`src/rtl/sltl_pkg.sv`:
```
`default_nettype none
package sltl_pkg;

    // Lexer mode codes.
    localparam logic [1:0] MODE_IDLE   = 2'd0;
    localparam logic [1:0] MODE_IDENT  = 2'd1;
    localparam logic [1:0] MODE_STRING = 2'd2;
    localparam logic [1:0] MODE_NUMBER = 2'd3;

    // Token kind codes.
    localparam logic [2:0] KIND_IDENT  = 3'd1;
    localparam logic [2:0] KIND_STRING = 3'd2;
    localparam logic [2:0] KIND_NUMBER = 3'd3;
    localparam logic [2:0] KIND_SYMBOL = 3'd4;

    localparam logic [7:0] CHAR_NUL   = 8'h00;
    localparam logic [7:0] CHAR_DOT   = 8'h2E;
    localparam logic [7:0] CHAR_QUOTE = 8'h22;

    // Most results one text byte can cause.
    localparam int unsigned MAX_RES = 3;

    typedef struct packed {
        logic [2:0] kind;
        logic [7:0] value;
        logic       token_end;
        logic       unterminated;
        logic       run_last;
    } sltl_res_t;

    typedef struct packed {
        logic [1:0]                  count;
        sltl_res_t [MAX_RES-1:0]     res;
        logic [1:0]                  mode;
        logic                        dot;
    } sltl_dec_t;

    function automatic logic is_letter(input logic [7:0] c);
        is_letter = ((c >= "A") && (c <= "Z")) || ((c >= "a") && (c <= "z"));
    endfunction

    function automatic logic is_digit(input logic [7:0] c);
        is_digit = (c >= "0") && (c <= "9");
    endfunction

    function automatic logic is_symbol(input logic [7:0] c);
        case (c)
            "{", "}", "(", ")", "!", ";", "+", "=",
            ",", "-", "*", "&", "|", "#": is_symbol = 1'b1;
            default:                     is_symbol = 1'b0;
        endcase
    endfunction

    function automatic sltl_res_t make_res(input logic [2:0] kind,
                                           input logic [7:0] value,
                                           input logic       token_end,
                                           input logic       unterminated);
        sltl_res_t r;
        r.kind         = kind;
        r.value        = value;
        r.token_end    = token_end;
        r.unterminated = unterminated;
        r.run_last     = 1'b0;
        make_res = r;
    endfunction

endpackage
`default_nettype wire

```
`src/rtl/script_token_lexer.sv`:
```
// Path: an accepted text byte waits in the input register and is decoded once the
// result buffer can take its results, which then leave from the result buffer.
// Throughput: one byte per cycle while each byte causes at most one result and
// token_ready is high; a byte with two or three results holds the input until its
// earlier results have left, as the buffer drains one per cycle with token_ready high.
// Reset: rst_n clears the mode to idle, the dot flag and both valid flags at once.
`default_nettype none
module script_token_lexer (
    input  wire logic       clk,
    input  wire logic       rst_n,
    input  wire logic       text_valid,
    output logic            text_ready,
    input  wire logic [7:0] text_byte,
    output logic            token_valid,
    input  wire logic       token_ready,
    output logic [2:0]      token_kind,
    output logic [7:0]      value_byte,
    output logic            token_end,
    output logic            unterminated,
    output logic            run_last
);
    import sltl_pkg::*;

    // Input register: holds one accepted byte until it is decoded.
    logic [7:0]  byte_reg;
    logic        full_reg;
    logic        full_next;

    // Lexer state.
    logic [1:0]  mode_reg;
    logic        dot_reg;

    // Result buffer: the results of one byte, drained one per cycle while token_ready is high.
    sltl_res_t   ent_reg [MAX_RES];
    logic [1:0]  rem_reg;
    logic [1:0]  rem_next;
    logic [1:0]  head_reg;
    logic [1:0]  head_next;

    sltl_dec_t   dec;
    logic        pop;
    logic        take_byte;
    sltl_res_t   cur;

    sltl_decode u_decode (
        .mode      (mode_reg),
        .dot       (dot_reg),
        .text_byte (byte_reg),
        .dec       (dec)
    );

    // A held byte is decoded once the buffer is empty or its last
    // result leaves in this same cycle.
    assign pop        = (rem_reg != 2'd0) && token_ready;
    assign take_byte  = full_reg && ((rem_reg == 2'd0) || ((rem_reg == 2'd1) && token_ready));
    assign text_ready = !full_reg || take_byte;

    always_comb
    begin
        full_next = full_reg;
        if (text_valid && text_ready)
        begin
            full_next = 1'b1;
        end
        else if (take_byte)
        begin
            full_next = 1'b0;
        end
    end

    always_comb
    begin
        rem_next  = rem_reg;
        head_next = head_reg;
        if (take_byte)
        begin
            rem_next  = dec.count;
            head_next = 2'd0;
        end
        else if (pop)
        begin
            rem_next  = rem_reg - 2'd1;
            head_next = head_reg + 2'd1;
        end
    end

    always_ff @(posedge clk or negedge rst_n)
    begin
        if (!rst_n)
        begin
            full_reg <= 1'b0;
            mode_reg <= MODE_IDLE;
            dot_reg  <= 1'b0;
            rem_reg  <= 2'd0;
            head_reg <= 2'd0;
        end
        else
        begin
            full_reg <= full_next;
            rem_reg  <= rem_next;
            head_reg <= head_next;
            if (take_byte)
            begin
                mode_reg <= dec.mode;
                dot_reg  <= dec.dot;
            end
        end
    end

    // Payload registers carry no reset.
    always_ff @(posedge clk)
    begin
        if (text_valid && text_ready)
        begin
            byte_reg <= text_byte;
        end
        if (take_byte)
        begin
            ent_reg[0] <= dec.res[0];
            ent_reg[1] <= dec.res[1];
            ent_reg[2] <= dec.res[2];
        end
    end

    assign cur          = ent_reg[head_reg];
    assign token_valid  = (rem_reg != 2'd0);
    assign token_kind   = cur.kind;
    assign value_byte   = cur.value;
    assign token_end    = cur.token_end;
    assign unterminated = cur.unterminated;
    assign run_last     = cur.run_last;

endmodule
`default_nettype wire

```
`src/rtl/sltl_decode.sv`:
```
`default_nettype none
// Combinational token decoder: from the current mode and one text byte it
// produces up to three results and the next mode.
module sltl_decode (
    input  wire logic [1:0]       mode,
    input  wire logic             dot,
    input  wire logic [7:0]       text_byte,
    output sltl_pkg::sltl_dec_t   dec
);
    import sltl_pkg::*;

    logic [1:0]  idle_n;
    sltl_res_t   idle_r0;
    sltl_res_t   idle_r1;
    logic [1:0]  idle_mode;
    logic        idle_dot;
    logic [1:0]  n;
    sltl_res_t [MAX_RES-1:0] r;
    logic [1:0]  nmode;
    logic        ndot;
    logic        letter;
    logic        digit;

    assign letter = is_letter(text_byte);
    assign digit  = is_digit(text_byte);

    // What the byte does when seen in idle mode.
    always_comb
    begin
        idle_n    = 2'd0;
        idle_r0   = make_res(KIND_SYMBOL, text_byte, 1'b0, 1'b0);
        idle_r1   = make_res(KIND_SYMBOL, CHAR_NUL, 1'b1, 1'b0);
        idle_mode = MODE_IDLE;
        idle_dot  = dot;
        if (letter)
        begin
            idle_n    = 2'd1;
            idle_r0   = make_res(KIND_IDENT, text_byte, 1'b0, 1'b0);
            idle_mode = MODE_IDENT;
        end
        else if (text_byte == CHAR_QUOTE)
        begin
            idle_mode = MODE_STRING;
        end
        else if (digit)
        begin
            idle_n    = 2'd1;
            idle_r0   = make_res(KIND_NUMBER, text_byte, 1'b0, 1'b0);
            idle_mode = MODE_NUMBER;
            idle_dot  = 1'b0;
        end
        else if (is_symbol(text_byte))
        begin
            idle_n = 2'd2;
        end
    end

    always_comb
    begin
        n     = idle_n;
        r[0]  = idle_r0;
        r[1]  = idle_r1;
        r[2]  = idle_r1;
        nmode = idle_mode;
        ndot  = idle_dot;
        case (mode)
            MODE_IDENT:
            begin
                if (letter || digit || (text_byte == CHAR_DOT))
                begin
                    n     = 2'd1;
                    r[0]  = make_res(KIND_IDENT, text_byte, 1'b0, 1'b0);
                    nmode = MODE_IDENT;
                    ndot  = dot;
                end
                else
                begin
                    // End marker, then the byte again as in idle mode.
                    n    = idle_n + 2'd1;
                    r[0] = make_res(KIND_IDENT, CHAR_NUL, 1'b1, 1'b0);
                    r[1] = idle_r0;
                    r[2] = idle_r1;
                end
            end
            MODE_STRING:
            begin
                n    = 2'd1;
                ndot = dot;
                if (text_byte == CHAR_QUOTE)
                begin
                    r[0]  = make_res(KIND_STRING, CHAR_NUL, 1'b1, 1'b0);
                    nmode = MODE_IDLE;
                end
                else if (text_byte == CHAR_NUL)
                begin
                    r[0]  = make_res(KIND_STRING, CHAR_NUL, 1'b1, 1'b1);
                    nmode = MODE_IDLE;
                end
                else
                begin
                    r[0]  = make_res(KIND_STRING, text_byte, 1'b0, 1'b0);
                    nmode = MODE_STRING;
                end
            end
            MODE_NUMBER:
            begin
                if (digit || ((text_byte == CHAR_DOT) && !dot))
                begin
                    n     = 2'd1;
                    r[0]  = make_res(KIND_NUMBER, text_byte, 1'b0, 1'b0);
                    nmode = MODE_NUMBER;
                    ndot  = dot | (text_byte == CHAR_DOT);
                end
                else
                begin
                    n    = idle_n + 2'd1;
                    r[0] = make_res(KIND_NUMBER, CHAR_NUL, 1'b1, 1'b0);
                    r[1] = idle_r0;
                    r[2] = idle_r1;
                    ndot = digit ? 1'b0 : 1'b0;
                end
            end
            default:
            begin
                // Idle: the defaults above already hold.
            end
        endcase

        // End of text always leaves the lexer idle with no dot.
        if (text_byte == CHAR_NUL)
        begin
            nmode = MODE_IDLE;
            ndot  = 1'b0;
        end

        case (n)
            2'd1:    r[0].run_last = 1'b1;
            2'd2:    r[1].run_last = 1'b1;
            2'd3:    r[2].run_last = 1'b1;
            default: ;
        endcase
    end

    assign dec.count = n;
    assign dec.res   = r;
    assign dec.mode  = nmode;
    assign dec.dot   = ndot;

endmodule
`default_nettype wire

```
`config.mk`:
```
export PLATFORM = sky130hd
export DESIGN_NAME = script_token_lexer
export DESIGN_NICKNAME = d
export VERILOG_FILES = /design/src/rtl/sltl_pkg.sv /design/src/rtl/script_token_lexer.sv /design/src/rtl/sltl_decode.sv
export SDC_FILE = /design/constraint.sdc
export NUM_CORES = 1
export LEC_CHECK = 0
export BUFFER_PORTS_ARGS = -buffer_cell sky130_fd_sc_hd__buf_2
export CORE_ASPECT_RATIO = 0.7
export CORE_UTILIZATION = 40
export CTS_CLUSTER_SIZE = 20
export DETAILED_ROUTE_END_ITERATION = 7
export PLACE_DENSITY_LB_ADDON = 0.05
export SKIP_CTS_REPAIR_TIMING = 1
export SYNTH_ARGS = -nofsm -noshare
export SYNTH_HDL_FRONTEND = slang
export SYNTH_HIERARCHICAL = 1
export SYNTH_SLANG_ARGS = --single-unit
```
`constraint.sdc`:
```
create_clock -name clk -period 2.7 [get_ports clk]
set_input_delay 0.81 -clock clk [delete_from_list [all_inputs] [get_ports clk]]
set_output_delay 0.81 -clock clk [all_outputs]
set_load 0.01 [all_outputs]
```
==> impl_metrics.tcl <==
set metrics [dict create \
    grt_util_met3_pct 6.31 \
    drtIter0Drc 65 \
    cts.sinks 58 \
    yosys-mux-area-fraction_pct 7.06 \
    worstSkewPairLatency_ns 0.33 \
    grt_pass1_vias 1696 \
    cpMaxStageDelayCell "dfrtp_1" \
    finClkSkew_ns 0.0106 \
    yosys.area.top_type "edfxtp_1" \
    fin_crit_sh_pct 88.0 \
    r2r.worst_path.cells 5 \
    synth_top_family_by_area "simple AND/OR/NAND/NOR gates" \
    hold_ws_ns 0.312 \
    rsz0062_at_grt "no" \
    synth_xor_area_share_pct 0 \
    max-slew-margin-rel_pct 46.7 \
    synth_edf_count 50 \
    hold_viol 0 \
    ys_top_cells_by_area "edfxtp_1 (50%), dfrtp_1 (6.6%), mux2i_1 (5.3%)" \
    critPathMaxStageDelay_ns 0.86 \
    die_h_um 74.6 \
    maxCapViolations 0 \
    grt_use_total_pct 15.6 \
    worst_pin_slew_ns 0.799 \
    cts_tree "built" \
    numCtsBuffers 9 \
    syn_area_per_cell_um2 11.9 \
    gr-usage-met1_pct 21.6 \
    ant_nets 0 \
    routed_wl_mm 5.43 \
    diodes 0 \
    multi_input_area_um2 1130 \
    grt-ovfl-total 0 \
    die_area_um2 7890 \
    vias 1860 \
    place_congestion 0.854 \
    vdd_ir_drop_max_mv 0.409 \
    syn2layout_area_growth_pct 12.6 \
    p_leak_uw 0.00132 \
    hpwl_mm 3.71 \
    synthTopCellsByCount "edfxtp_1 (50), nand2_1 (24), o21ai_0 (20)" \
    cp_max_fo 30 \
    power_density_nw_per_um2 1150 \
    synth_top_flop_cell "edfxtp_1" \
    io_buffers 27 \
    die_w_um 106 \
    synth-simple-area-share_pct 16.0 \
    largest_reg_flops 42 \
    use_met2_pct 22.9 \
    yosysMostFrequentCell "edfxtp_1" \
    grt_pass1_wl_mm 9.06 \
    gr-max-usage-layer "met2" \
    antenna_found_initial 0 \
    vias_per_cell 4.83 \
    synthAdderAreaFrac_pct 0.831 \
    synth_compound_area_share_pct 11.8 \
    slew_viol_final 0 \
    hold_class "in2async" \
    rows 26 \
    synthArstFlopShare_pct 13.8 \
    ys_seq_area_share_pct 56.5 \
    layout-drive-gt1-share_pct 25.8 \
    dr.pass1.iters 5 \
    ys_types 55 \
    crit_path_start_kind "flop" \
    grt_max_degree 43 \
    final-setup-viol-count 0 \
    worstPathArrival_ns 1.57 \
    yosys_warnings 6 \
    synth_area_um2 3010 \
    min_period_ns 2.38 \
    ios 28 \
    tns_ns 0 \
    synth_top_area_share_pct 49.9 \
    clk_pin_slew_ns 0.07 \
    drc 0 \
    seq_area_um2 1700 \
    wl_per_cell_um 14.1 \
    cts_buffer_depth 2 \
    fillers 697 \
    yosys_register_bits 58 \
    crit_chain "o21ai_0, buf_2" \
    worstPathRequired_ns 1.89 \
    start_util_pct 41.3 \
    status "complete, no violations" \
    nets 296 \
    fmax_mhz 421 \
    critPathKind "reg2out" \
    rrSetupSlack_ns 0.33 \
    core_um2 7290 \
    cts_root_buffer "clkbuf_8" \
    h-tree-depth 3 \
    endpoint_kind "output pin" \
    syn_inst 253 \
]
[per-stage QoR]
step / setup WS, ns / total power (µW) / util [%] / area [µm²] / cells
after floorplan: 0.637 / 2650 / - / 3060 / 266
after global placement: 0.376 / 3040 / 43.5 / 3170 / 369
after detailed placement: 0.309 / 3050 / 43.5 / 3170 / 369
after CTS: 0.257 / 3940 / 46.5 / 3390 / 385
after global routing: 0.100 / 4200 / 46.5 / 3390 / 385
final: 0.323 / 3880 / 46.5 / 3390 / 385
[cell usage in the layout (no fill, tap or decap), types with 3 or more instances in the layout]
master       n
and2_1       4
nand2_1     24
dfrtp_1      8
buf_4        7
clkbuf_8     9
edfxtp_1    50
conb_1      15
and2_2       5
a21oi_1      8
nor2_1      16
and2b_2      6
buf_2       27
nand2b_1     5
clkinvlp_4   3
mux2i_1     16
inv_1        7
o21ai_0     20
[worst max-delay path, delay by kind of cell (launching register included)]
| kind | cells | cell delay (ns) |
|---|---|---|
| flops | 1 | 0.86 |
| compound gates | 1 | 0.20 |
| buf+inv | 1 | 0.18 |
[layout make-up]
class	instances	area share, %
clock inverter	6	2.69
inverter	8	0.886
tap	98	3.62
sequential	58	50.2
multi-input combinational	171	33.3
timing repair buffer	34	5.54
clock buffer	10	3.76
[routing by layer]
layer	up-vias	part of all wire, %
met4	0	0.55
met5	-	0
met2	23	43
met3	2	2.4
li1	955	-
met1	880	54
[power breakdown]
group          switching (µW)  internal, µW  leakage (µW)  total (µW)
combinational             810           577      0.000652        1390
sequential                206          1420      0.000566        1620
clock                     353           521     0.0000987         874
[worst paths after layout]
path / startpoint / endpoint
setup / recovery: head_reg[1] / value_byte[6]
max in group asynchronous: rst_n / head_reg[1]
hold / removal: rst_n / dot_reg
hold reg to reg: rem_reg[1] / rem_reg[1]
min in group clk: rem_reg[1] / rem_reg[1]
setup reg to reg: byte_reg[4] / ent_reg[1][6]
[cells by family after synthesis]
group,count (synthesis)
flops,58
mux,20
simple gates,82
compound gates,52
buf+inv,37
fa+ha+maj,2
other cells,2
No activity file was read; power rests on OpenSTA's default activity.
